File: src/rtl/kcc_pkg.sv
// Shared types, constants and helpers for the key click classifier.
`default_nettype none

package kcc_pkg;

  localparam int unsigned CountW = 16;
  localparam logic [CountW-1:0] COUNT_MAX = '1;
  localparam logic [CountW-1:0] WINDOW_RESET = 16'd100;

  typedef logic [CountW-1:0] count_t;

  typedef enum logic [1:0] {
    KIND_NONE   = 2'd0,
    KIND_SINGLE = 2'd1,
    KIND_DOUBLE = 2'd2
  } click_kind_t;

  typedef struct packed {
    logic       press_latch;
    logic       edge_taken;
    logic [1:0] pending_clicks;
    count_t     gap_ticks;
    count_t     hold_ticks;
  } click_state_t;

  function automatic count_t sat_inc(input count_t v);
    sat_inc = (v == COUNT_MAX) ? v : count_t'(v + 1'b1);
  endfunction

endpackage

`default_nettype wire

File: src/rtl/kcc_if.sv
// Valid/ready channel interfaces for button samples and click results.
`default_nettype none

interface kcc_in_if;
  logic valid;
  logic ready;
  logic key_pressed;

  modport source (output valid, output key_pressed, input ready);
  modport sink (input valid, input key_pressed, output ready);
endinterface

interface kcc_out_if;
  logic                valid;
  logic                ready;
  kcc_pkg::click_kind_t click_kind;

  modport source (output valid, output click_kind, input ready);
  modport sink (input valid, input click_kind, output ready);
endinterface

`default_nettype wire

File: src/rtl/kcc_step.sv
// One-tick update of the click classifier state and its classification.
`default_nettype none

module kcc_step (
  input  kcc_pkg::click_state_t cur,
  input  logic                  key_pressed,
  input  kcc_pkg::count_t       click_window,
  output kcc_pkg::click_state_t nxt,
  output kcc_pkg::click_kind_t  click_kind
);
  import kcc_pkg::*;

  count_t hold_n;
  count_t gap_inc;

  always_comb begin
    nxt        = cur;
    click_kind = KIND_NONE;
    hold_n     = key_pressed ? sat_inc(cur.hold_ticks) : '0;
    gap_inc    = sat_inc(cur.gap_ticks);

    nxt.hold_ticks  = hold_n;
    nxt.press_latch = cur.press_latch | key_pressed;

    // count a new press once
    if (!cur.edge_taken) begin
      if (nxt.press_latch) begin
        if (cur.pending_clicks != 2'd3) begin
          nxt.pending_clicks = cur.pending_clicks + 2'd1;
        end
        nxt.edge_taken = 1'b1;
      end
      if (nxt.pending_clicks == 2'd2) begin
        nxt.pending_clicks = 2'd0;
        nxt.gap_ticks      = '0;
        click_kind         = KIND_DOUBLE;
      end
    end

    if (click_kind != KIND_DOUBLE) begin
      if (!key_pressed) begin
        nxt.press_latch = 1'b0;
        nxt.edge_taken  = 1'b0;
      end
      if (nxt.pending_clicks == 2'd1) begin
        nxt.gap_ticks = gap_inc;
        if (gap_inc > click_window && hold_n < click_window) begin
          nxt.pending_clicks = 2'd0;
          nxt.gap_ticks      = '0;
          click_kind         = KIND_SINGLE;
        end else if (hold_n > click_window) begin
          // long hold cancels the pending click
          nxt.pending_clicks = 2'd0;
          nxt.gap_ticks      = '0;
        end
      end
    end
  end

endmodule

`default_nettype wire

File: src/rtl/key_click_classifier_top.sv
// Top level of the single/double click classifier for one push-button.
//
// Usage:
//   in_ch  : one button sample per timer tick (key_pressed, 1 = pressed).
//   out_ch : one click_kind per accepted sample: none, single or double.
//   cfg_*  : cfg_we writes cfg_wdata into click_window (reset 100 ticks),
//            the single-click timeout and long-hold limit. Write while idle.
// Result: the result of a sample is registered and valid the cycle after it is accepted.
// Throughput: one item per cycle unless a held result stalls in_ch; the state update is a single combinational
//   pass (saturating adds and window compares) from the state registers to
//   the state and result registers.
// Stall: the result register holds while out_ch.ready is low; a new sample
//   is taken in the same cycle the held result leaves, so in_ch.ready is
//   low only while a result is held and not being taken.
// Reset (rst_n low, synchronous): all state cleared, no result pending,
//   click_window back to 100.
`default_nettype none

module key_click_classifier_top (
  input  logic                  clk,
  input  logic                  rst_n,
  kcc_in_if.sink                in_ch,
  kcc_out_if.source             out_ch,
  input  logic                  cfg_we,
  input  kcc_pkg::count_t       cfg_wdata
);
  import kcc_pkg::*;

  click_state_t state_r;
  click_state_t state_nxt;
  click_kind_t  kind_nxt;
  click_kind_t  kind_r;
  logic         out_valid_r;
  count_t       window_r;
  logic         in_fire;

  // take a sample whenever the result slot is free or being emptied
  assign in_ch.ready = !out_valid_r || out_ch.ready;
  assign in_fire     = in_ch.valid && in_ch.ready;

  kcc_step u_step (
    .cur          (state_r),
    .key_pressed  (in_ch.key_pressed),
    .click_window (window_r),
    .nxt          (state_nxt),
    .click_kind   (kind_nxt)
  );

  always_ff @(posedge clk) begin
    if (!rst_n) begin
      window_r <= WINDOW_RESET;
    end else if (cfg_we) begin
      window_r <= cfg_wdata;
    end
  end

  always_ff @(posedge clk) begin
    if (!rst_n) begin
      state_r     <= '0;
      out_valid_r <= 1'b0;
    end else begin
      if (in_fire) begin
        state_r     <= state_nxt;
        out_valid_r <= 1'b1;
      end else if (out_ch.ready) begin
        out_valid_r <= 1'b0;
      end
    end
  end

  // result payload, no reset needed
  always_ff @(posedge clk) begin
    if (in_fire) begin
      kind_r <= kind_nxt;
    end
  end

  assign out_ch.valid      = out_valid_r;
  assign out_ch.click_kind = kind_r;

  // pending count never rests at two or more
  a_pending_low: assert property (@(posedge clk) disable iff (!rst_n)
    state_r.pending_clicks == 2'd0 || state_r.pending_clicks == 2'd1)
    else $error("pending click count out of range");

  // gap counter idles at zero with nothing pending
  a_gap_idle: assert property (@(posedge clk) disable iff (!rst_n)
    state_r.pending_clicks == 2'd0 |-> state_r.gap_ticks == '0)
    else $error("gap counter running with no pending click");

  // a released sample clears the hold counter
  a_hold_clear: assert property (@(posedge clk) disable iff (!rst_n)
    in_fire && !in_ch.key_pressed |=> state_r.hold_ticks == '0)
    else $error("hold counter not cleared on release");

  // a reported click leaves nothing pending
  a_report_clears: assert property (@(posedge clk) disable iff (!rst_n)
    out_valid_r && kind_r != KIND_NONE |-> state_r.pending_clicks == 2'd0)
    else $error("click reported while still pending");

endmodule

`default_nettype wire
File: src/flat_wrapper.sv
// flat-port wrapper written by rule: the top's interface ports become plain ports
module key_click_classifier_top_flat import kcc_pkg::*;
  (clk, rst_n, cfg_we, cfg_wdata, in_ch_valid, in_ch_key_pressed, in_ch_ready, out_ch_valid, out_ch_click_kind, out_ch_ready);
  kcc_in_if in_ch_i ();
  kcc_out_if out_ch_i ();
  input  logic clk;
  input  logic rst_n;
  input  logic cfg_we;
  input  kcc_pkg::count_t cfg_wdata;
  input wire logic [$bits(in_ch_i.valid)-1:0] in_ch_valid;
  input wire logic [$bits(in_ch_i.key_pressed)-1:0] in_ch_key_pressed;
  output wire logic [$bits(in_ch_i.ready)-1:0] in_ch_ready;
  output wire logic [$bits(out_ch_i.valid)-1:0] out_ch_valid;
  output wire logic [$bits(out_ch_i.click_kind)-1:0] out_ch_click_kind;
  input wire logic [$bits(out_ch_i.ready)-1:0] out_ch_ready;
  assign in_ch_i.valid = in_ch_valid;
  assign in_ch_i.key_pressed = in_ch_key_pressed;
  assign in_ch_ready = in_ch_i.ready;
  assign out_ch_valid = out_ch_i.valid;
  assign out_ch_click_kind = out_ch_i.click_kind;
  assign out_ch_i.ready = out_ch_ready;
  key_click_classifier_top u_core (.clk(clk), .rst_n(rst_n), .in_ch(in_ch_i), .out_ch(out_ch_i), .cfg_we(cfg_we), .cfg_wdata(cfg_wdata));
endmodule
File: config.mk
export PLATFORM = sky130hd
export DESIGN_NAME = key_click_classifier_top_flat
export DESIGN_NICKNAME = d
export VERILOG_FILES = /design/src/rtl/kcc_pkg.sv /design/src/rtl/kcc_if.sv /design/src/rtl/kcc_step.sv /design/src/rtl/key_click_classifier_top.sv /design/src/flat_wrapper.sv
export SDC_FILE = /design/constraint.sdc
export NUM_CORES = 1
export LEC_CHECK = 0
export BUFFER_PORTS_ARGS = -buffer_cell sky130_fd_sc_hd__buf_4
export CORE_ASPECT_RATIO = 1.2
export CORE_MARGIN = 2
export CORE_UTILIZATION = 45
export DETAILED_ROUTE_END_ITERATION = 8
export HOLD_SLACK_MARGIN = 0.06
export SLEW_MARGIN = 10
export SYNTH_ARGS = -nofsm -noshare
export SYNTH_HDL_FRONTEND = slang
export SYNTH_SLANG_ARGS = --single-unit
File: constraint.sdc
create_clock -name clk -period 7.2 [get_ports clk]
set_input_delay 0.72 -clock clk [delete_from_list [all_inputs] [get_ports clk]]
set_output_delay 0.72 -clock clk [all_outputs]
set_load 0.005 [all_outputs]
==> flow_metrics.tcl, run 1 <==
set metrics [dict create \
    status "finished clean" \
    cts-hold-fix-buffers 0 \
    final_cell_mix "53 x dfxtp_1, 37 x a21oi_1, 36 x nand2_1" \
    grt_pass1_wl_um 15500 \
    antenna_found_initial 0 \
    async_flop_share_pct 0 \
    fin_crit_sh_pct 61.7 \
    crit_path_top_delay_cell "o31a_1" \
    netlist_instances 460 \
    yosysSeqAreaShare_pct 29.3 \
    diodes 0 \
    final_cell_area_sq_um 4170 \
    via_per_inst 5.62 \
    dpl_cell_area_sq_um 4070 \
    synthXorXnorAreaFrac_pct 4.81 \
    die_area_sq_um 9250 \
    fin_nets 530 \
    synth_edf_count 2 \
    synth_cell_types 69 \
    setup_viol 0 \
    synth-compound-area-share_pct 17.7 \
    dr_total_vias 3307 \
    post-dp-hpwl_um 6850 \
    sw_frac_of_total_pct 26.4 \
    drt_iter0_markers 139 \
    syn_avg_cell_area_sq_um 8.31 \
    clockBufferDepth 2 \
    max_freq_mhz 225 \
    final_max_slew_viol_count 0 \
    powerDensity_nw_per_um2 149 \
    grt_pass1_vias 3242 \
    intPower_mw 0.456 \
    syn_area_sq_um 3820 \
    area_delta_synth_final_pct 9.17 \
    cpPeakStageDelay_ns 0.70 \
    drive_gt1_share_pct 11.4 \
    path_clk_slew_ns 0.10 \
    cp-end-kind "flip-flop" \
    p_comb_share_pct 14.9 \
    synth-simple-area-share_pct 27.3 \
    wl_per_cell_um 15.4 \
    synth-seq-cells 55 \
    synth-adder-area-share_pct 11.1 \
    die_x_um 88.1 \
    synthTopCellsByArea "dfxtp_1 28%, ha_1 11%, a21oi_1 4.8%" \
    yosys.area.top_type "dfxtp_1" \
    worst_slew_pin_slew_ns 0.794 \
    root_buffer "clkbuf_8" \
    relSlewSlack_pct 47.1 \
    critPathMaxFanout 21 \
    cts_setup_buffers 0 \
    clk_latency_ns 0.31 \
    htree_levels 2 \
    cts_made_buffers 5 \
    fillerInstances 818 \
    layout_commonest_cell "dfxtp_1" \
    numClockSinks 55 \
    clock_skew_ns 0.00691 \
    timing.critical_path.mode_cell "ha_1" \
    yosys.area.top_type_share_pct 27.8 \
    yosys_warnings 0 \
    cpLargestDelayFamily "compound AO/OA/AOI/OAI gates" \
    overflow 0 \
    groute.usage.overall_pct 20.6 \
    power.switching_mw 0.164 \
    drv_cap 0 \
    max-vdd-ir-drop_mv 0.110 \
    r2r_setup_slack_ns 2.76 \
    arrival_ns 4.68 \
    pwr-share-clk_pct 33.2 \
    pin_count 26 \
    tns_ns 0 \
    period_needed_ns 4.44 \
    hp-class "reg2reg" \
    p_leak_nw 1.73 \
    ys.flop_type "dfxtp_1" \
    seq_power_share_pct 51.9 \
    synth_top_family_by_area "simple AND/OR/NAND/NOR gates" \
    rsz0062_at_grt "no" \
    critPathRequiredTime_ns 7.44 \
    floorplan.initialDensity_pct 46.6 \
    cts_resized 0 \
    globalplace.congestion 0.867 \
    cts_tree "built" \
    startpoint_type "flip-flop" \
    coreArea_sq_um 8200 \
    hold_viol 0 \
    die_height_um 105 \
    path_class "reg2reg" \
    num_rows 36 \
    synth_mux_area_share_pct 4.88 \
    worstPathCellList "ha_1 -> nand3_1 -> nor4_4 -> a21oi_2 -> and2_4 -> xnor2_1 -> ha_1 -> a21oi_1 -> o21ai_0 -> a221o_1 -> nor3_1 -> o31a_1 -> a211oi_1 -> nor3b_1" \
    cp_num_buf_inv 0 \
    syn_nets 516 \
    routed_wirelength_um 9040 \
    drt_pre_antenna_iters 5 \
    grt_max_degree 51 \
    drc 0 \
    ant_nets 0 \
    io_buffers 25 \
]
## sequential cells by signal, indices dropped and copies added, names as in the netlist
signal and flops:
u_core.state_r 36, u_core.out_ch.valid 1, u_core.out_ch.click_kind 2, u_core.window_r 16
## logic make-up after synthesis
family,Yosys count
AND/OR/NAND/NOR,183
AO/OA/AOI/OAI,105
flip-flops,55
buffers and inverters,44
adder cells (fa/ha/maj),34
XOR/XNOR,21
multiplexers,18
## layout make-up
cell class	instances	area, sq um	share of cell area [%]
Sequential cell	55	1120	26.9
Inverter	25	93.8	2.25
Clock buffer	6	72.6	1.74
Tap cell	114	143	3.42
Clock inverter	1	30.0	0.720
Timing Repair Buffer	26	195	4.68
Multi-Input combinational cell	361	2520	60.3
## power by group through the flow
stage | Sequential, mW | Combinational (mW) | Clock (mW)
final | 0.322 | 0.0922 | 0.206
after global routing | 0.323 | 0.103 | 0.223
after CTS | 0.322 | 0.0928 | 0.210
after detailed placement | 0.329 | 0.0923 | 0
after global placement | 0.329 | 0.0904 | 0
after floorplan | 0.327 | 0.0637 | 0
## through the flow
step / worst slack (ns) / cells / hold slack (ns) / util [%] / power, mW
after floorplan: 3.72 / 460 / 0.453 / - / 0.391
after global routing: 2.45 / 588 / 0.528 / 50.9 / 0.649
after detailed placement: 2.83 / 581 / 0.486 / 49.6 / 0.421
after CTS: 2.78 / 588 / 0.501 / 50.9 / 0.625
after global placement: 2.92 / 581 / 0.483 / 49.6 / 0.419
final: 2.76 / 588 / 0.508 / 50.9 / 0.620
## tightest hold or removal path, cell delays in order, from the launching register on
cell     delay (ns)
dfxtp_1        0.36
nand2_1        0.07
nand2_1        0.05
## worst paths after layout
kind	to	start	depth (start not counted)
worst max-delay path	u_core.state_r[32]	u_core.state_r[16]	14
worst min-delay path	u_core.state_r[25]	u_core.state_r[25]	2
worst max register to register	u_core.state_r[32]	u_core.state_r[16]	14
worst min register to register	u_core.state_r[25]	u_core.state_r[25]	2
## cell usage after synthesis (3+ instances only)
master and count:
a31oi_1 9, nor3b_1 5, ha_1 34, nand2_1 36, nand4_1 14, buf_2 6, mux2i_1 16, nor3_1 11
o21ai_0 12, nor2_1 25, a21oi_1 37, and3_1 6, nand3_2 3, a21o_1 6, o211ai_1 6, xor2_1 11
nand3b_1 4, nand3_1 19, xnor2_1 10, and2_1 9, nor2b_1 29, clkbuf_1 11, dfxtp_1 53, inv_1 25
a32oi_1 4, o21a_1 6
## routing by layer
metal / track usage (%) / up-vias / routed length, um
met3: 3.16 / 18 / 349
met1: 27.1 / 1530 / 4120
li1: - / 1686 / -
met5: 0 / - / 0
met4: 7.47 / 0 / 210
met2: 33.8 / 73 / 4370
Note: power is estimated with default switching activity, not from simulation.
==> run 2: changes to the inputs <==
==> constraint.sdc (replaced) <==
create_clock -name clk -period 4 [get_ports clk]
set_input_delay 0.4 -clock clk [delete_from_list [all_inputs] [get_ports clk]]
set_output_delay 0.4 -clock clk [all_outputs]
set_load 0.005 [all_outputs]
==> flow_metrics.tcl, run 2 (same netlist as run 1, synthesis figures left out) <==
set metrics [dict create \
    status "finished clean" \
    critPathMaxFanout 21 \
    layout_commonest_cell "dfxtp_1" \
    hold_viol 0 \
    globalplace.congestion 0.939 \
    cpPeakStageDelay_ns 0.41 \
    finalPower_mw 1.06 \
    clockBufferDepth 2 \
    overflow 0 \
    die_x_um 88.1 \
    drc 0 \
    routed_wirelength_um 9170 \
    min-delay-start "cfg_wdata[2]" \
    numClockSinks 55 \
    die_area_sq_um 9250 \
    r2r_cells 15 \
    io_buffers 25 \
    fin_nets 538 \
    relSlewSlack_pct 60.5 \
    post-dp-hpwl_um 6960 \
    antenna_found_initial 0 \
    powerDensity_nw_per_um2 251 \
    critPathRequiredTime_ns 4.22 \
    cp-end-kind "flip-flop" \
    cts_tree "built" \
    ant_nets 0 \
    r2r-end "u_core.state_r[28]" \
    rsz0062_at_grt "no" \
    period_needed_ns 3.72 \
    rr_startpoint "u_core.state_r[16]" \
    timing.critical_path.mode_cell "ha_1" \
    worstPathCellList "ha_1 -> nand3_1 -> nor4_4 -> buf_4 -> nand2_4 -> mux2_4 -> ha_1 -> nor2b_1 -> o211ai_1 -> a2111oi_0 -> nor3_1 -> o31a_1 -> buf_12 -> and2_1 -> a22o_1" \
    r2r_setup_slack_ns 0.28 \
    cts_resized 0 \
    wl_per_cell_um 15.4 \
    hp-class "in2reg" \
    num_rows 36 \
    clk_latency_ns 0.32 \
    crit_path_top_delay_cell "dfxtp_1" \
    drv_cap 0 \
    root_buffer "clkbuf_8" \
    top_register "u_core.state_r" \
    worst_slew_pin_slew_ns 0.589 \
    pin_count 26 \
    drt_iter0_markers 143 \
    largest_reg_flops 36 \
    arrival_ns 3.94 \
    cts-hold-fix-buffers 0 \
    tns_ns 0 \
    whs_endpoint "u_core.window_r[2]" \
    max_freq_mhz 269 \
    coreArea_sq_um 8200 \
    via_per_inst 5.64 \
    floorplan.initialDensity_pct 46.6 \
    hold_depth 3 \
    clock_skew_ns 0.00455 \
    p_leak_nw 1.77 \
    grt_max_degree 51 \
    setup_viol 0 \
    fin_crit_sh_pct 93.0 \
    htree_levels 2 \
    final_max_slew_viol_count 0 \
    grt_pass1_vias 3155 \
    startpoint_type "flip-flop" \
    groute.usage.overall_pct 21.0 \
    path_clk_slew_ns 0.10 \
    dr_total_vias 3367 \
    die_height_um 105 \
    max-vdd-ir-drop_mv 0.147 \
    cts_made_buffers 5 \
    path_class "reg2reg" \
    area_delta_synth_final_pct 10.6 \
    grt_pass1_wl_um 15500 \
    final_cell_mix "53 x dfxtp_1, 37 x a21oi_1, 36 x nand2_1" \
    drt_pre_antenna_iters 4 \
    drive_gt1_share_pct 13.0 \
    diodes 0 \
]
-- run 2: cell types whose count changed in the layout (fill, tap and decap cells not counted) --
cell and change:
buf_4 +7, buf_12 +1, bufinv_16 -1, clkinv_2 +1, inv_4 +1
-- run 2: timing repair --
item	CTS	global route
buffers inserted	0	2
hold endpoints to repair	0	0
setup endpoints to repair	0	17
-- run 2: worst max path at each step --
stage | to | from | cells past startpoint
after global routing | u_core.state_r[28] | u_core.state_r[20] | 14
after global placement | u_core.state_r[31] | u_core.state_r[16] | 15
after detailed placement | u_core.state_r[28] | u_core.state_r[16] | 15
after CTS | u_core.state_r[28] | u_core.state_r[16] | 15
after floorplan | u_core.state_r[28] | u_core.state_r[16] | 15
final | u_core.state_r[28] | u_core.state_r[16] | 15
-- run 2: critical path, delay by kind of cell, from the launching register on --
family / cells / cell delay (ns)
AOI/OAI and AO/OA: 4 / 0.98
and+or+nand+nor: 6 / 0.93
adders and majority gates: 2 / 0.59
DFF: 1 / 0.41
buffers and inverters: 2 / 0.35
muxes: 1 / 0.34
-- run 2: layout make-up --
cell class                 count  area, sq um
sequential                    55         1120
fill                         812         3970
timing repair buffer          34          268
clock buffer                   6         72.6
inverter                      25         93.8
multi-input combinational    361         2520
clock inverter                 2         11.3
tap                          114          143
-- run 2: power breakdown --
part           leakage [nW]  internal [mW]  switching [mW]  total (mW)
clock network        0.0455          0.124           0.191       0.315
logic                  1.27         0.0699          0.0960       0.166
registers             0.452          0.567          0.0121       0.579
-- run 2: per-layer routing --
layer | global-route usage (%) | vias to the layer above | part of all wire [%]
li1 | - | 1704 | -
met1 | 27.2 | 1596 | 46
met2 | 35.1 | 52 | 49
met3 | 3.40 | 15 | 2.7
met4 | 6.60 | 0 | 2.2
met5 | 0 | - | 0
-- run 2: through the flow --
stage / setup WS [ns] / util, % / instance area [sq um] / hold slack, ns / cells
floorplan: 0.525 / - / 3820 / 0.453 / 460
global placement: 0.261 / 50.4 / 4130 / 0.479 / 587
detailed placement: 0.120 / 50.4 / 4130 / 0.501 / 587
CTS: 0.104 / 51.4 / 4210 / 0.282 / 595
global route: 0.0199 / 51.6 / 4230 / 0.278 / 597
finish: 0.278 / 51.6 / 4230 / 0.291 / 597
==> run 3: changes to the inputs <==
--- a/config.mk
+++ b/config.mk
@@ -5,6 +5,7 @@
 export SDC_FILE = /design/constraint.sdc
 export NUM_CORES = 1
 export LEC_CHECK = 0
+export ABC_AREA = 1
 export BUFFER_PORTS_ARGS = -buffer_cell sky130_fd_sc_hd__buf_4
 export CORE_ASPECT_RATIO = 1.2
 export CORE_MARGIN = 2
==> flow_metrics.tcl, run 3 <==
set metrics [dict create \
    dpl_worst_slack_ns 0.606 \
    root_buffer "clkbuf_16" \
    grt_pass1_wl_um 18800 \
    hold_viol 0 \
    setup_viol 0 \
    cp-end-kind "flip-flop" \
    layout_commonest_cell "nand2_1" \
    num_rows 39 \
    fin_crit_sh_pct 85.2 \
    groute.usage.overall_pct 22.5 \
    syn_nets 716 \
    drt_iter0_markers 153 \
    critPathMaxFanout 17 \
    die_height_um 111 \
    drc 0 \
    clk_latency_ns 0.30 \
    overflow 0 \
    drive_gt1_share_pct 13.8 \
    async_flop_share_pct 0 \
    status "finished clean" \
    wl_per_cell_um 13.6 \
    relSlewSlack_pct 43.9 \
    cts_setup_buffers 0 \
    area_delta_synth_final_pct 9.76 \
    dr_total_vias 4058 \
    largest_reg_flops 36 \
    finalPower_mw 1.59 \
    p_leak_nw 2.32 \
    max_freq_mhz 293 \
    synth_common_cells "161 x nand2_1, 102 x inv_1, 83 x a21oi_1, 53 x dfxtp_1, 43 x o21ai_0" \
    tns_ns 0 \
    coreArea_sq_um 9420 \
    min-delay-start "cfg_wdata[2]" \
    htree_levels 2 \
    syn_area_sq_um 4300 \
    yosys.area.top_type "dfxtp_1" \
    path_class "reg2reg" \
    final_max_slew_viol_count 0 \
    rr_startpoint "u_core.state_r[0]" \
    hold_depth 3 \
    diodes 0 \
    yosys.area.top_type_share_pct 24.7 \
    fin_nets 729 \
    via_per_inst 5.09 \
    drv_cap 0 \
    path_clk_slew_ns 0.08 \
    startpoint_type "flip-flop" \
    r2r_setup_slack_ns 0.59 \
    io_buffers 25 \
    die_area_sq_um 10300 \
    max-vdd-ir-drop_mv 0.176 \
    r2r_cells 19 \
    floorplan.initialDensity_pct 45.6 \
    fin_ws_ns 0.591 \
    rsz0062_at_grt "no" \
    top_register "u_core.state_r" \
    antenna_found_initial 0 \
    power.switching_mw 0.528 \
    yosysSeqAreaShare_pct 26.1 \
    synth_edf_count 2 \
    sw_frac_of_total_pct 33.3 \
    netlist_instances 660 \
    p_comb_share_pct 26.3 \
    pwr-share-clk_pct 33.7 \
    pin_count 26 \
    post-dp-hpwl_um 8040 \
    period_needed_ns 3.41 \
    whs_endpoint "u_core.window_r[2]" \
    powerDensity_nw_per_um2 337 \
    r2r-end "u_core.state_r[28]" \
    final_cell_mix "161 x nand2_1, 102 x inv_1, 83 x a21oi_1" \
    clock_skew_ns 0.00753 \
    synth_most_common_cell "nand2_1" \
    numClockSinks 55 \
    drt_pre_antenna_iters 4 \
    hp-class "in2reg" \
    grt_max_degree 35 \
    ant_nets 0 \
    clockBufferDepth 2 \
    synth_cell_types 43 \
    cts_tree "built" \
    synth-seq-cells 55 \
    cts-hold-fix-buffers 0 \
    post-route-util_pct 50.1 \
    worst_slew_pin_slew_ns 0.841 \
    arrival_ns 3.64 \
    grt_pass1_vias 4061 \
    cts_resized 0 \
    yosys_warnings 0 \
    globalplace.congestion 0.870 \
    syn_avg_cell_area_sq_um 6.51 \
    intPower_mw 1.06 \
    synthTopCellsByArea "dfxtp_1 25%, nand2_1 14%, ha_1 9.9%" \
    routed_wirelength_um 10900 \
    die_x_um 93.2 \
    cts_made_buffers 5 \
    seq_power_share_pct 40.0 \
    critPathRequiredTime_ns 4.23 \
    ys.flop_type "dfxtp_1" \
]
-- run 3: how the worst max path moves through the flow --
stage | startpoint | depth (start not counted) | slack, ns | endpoint
after global placement | u_core.state_r[0] | 19 | 0.68 | u_core.state_r[28]
after floorplan | u_core.state_r[0] | 25 | 1.15 | u_core.state_r[26]
final | u_core.state_r[0] | 19 | 0.59 | u_core.state_r[28]
after detailed placement | u_core.state_r[0] | 19 | 0.61 | u_core.state_r[22]
after global routing | u_core.state_r[0] | 19 | 0.16 | u_core.state_r[22]
after CTS | u_core.state_r[0] | 19 | 0.58 | u_core.state_r[28]
-- run 3: area by class of cell --
cell class                      instances  area, sq um
Sequential cell                        55         1120
Clock inverter                          2         38.8
Multi-Input combinational cell        474         2650
Tap cell                              123          154
Timing Repair Buffer                   27          203
Inverter                              110          413
Clock buffer                            6          139
Fill cell                             972         4700
-- run 3: worst max-delay path: stages (launching register included) --
cell,delay (ns)
dfxtp_1,0.42
ha_1,0.22
nand3_1,0.10
nor2_1,0.15
nand2_1,0.15
nor2_2,0.14
nand2_2,0.17
nand2_1,0.14
xnor2_1,0.07
nand2_1,0.08
inv_1,0.05
ha_1,0.31
nand4_1,0.13
nor3_2,0.23
nand3_2,0.39
a21oi_1,0.28
nand2_1,0.07
nand2_1,0.06
nand2_1,0.06
a21oi_2,0.10
-- run 3: per-layer routing --
| metal | part of all wire (%) | vias up | global-route usage [%] |
|---|---|---|---|
| li1 | - | 2159 | - |
| met1 | 45 | 1833 | 27.1 |
| met2 | 51 | 53 | 40.9 |
| met3 | 2.7 | 13 | 2.86 |
| met4 | 1.9 | 0 | 6.76 |
| met5 | 0 | - | 0 |
-- run 3: cells by family after synthesis --
group / count (synthesis) / share of synthesized area (%)
flops: 55 / 26.1
xor+xnor: 7 / 1.43
fa+ha+maj: 34 / 9.90
mux: 1 / 0.233
simple gates: 270 / 28.5
compound gates: 162 / 21.5
buf+inv: 131 / 12.3
-- run 3: through the flow --
stage,instance area [sq um],std cells,hold WS [ns]
floorplan,4300,660,0.441
global placement,4540,789,0.470
detailed placement,4540,789,0.466
CTS,4710,797,0.313
global route,4710,797,0.321
finish,4710,797,0.317
-- run 3: power by group through the flow --
| stage | combinational, mW | clock, mW | sequential (mW) |
|---|---|---|---|
| floorplan | 0.324 | 0 | 0.636 |
| global placement | 0.410 | 0 | 0.646 |
| detailed placement | 0.419 | 0 | 0.647 |
| CTS | 0.421 | 0.553 | 0.634 |
| global route | 0.482 | 0.573 | 0.642 |
| finish | 0.418 | 0.535 | 0.635 |
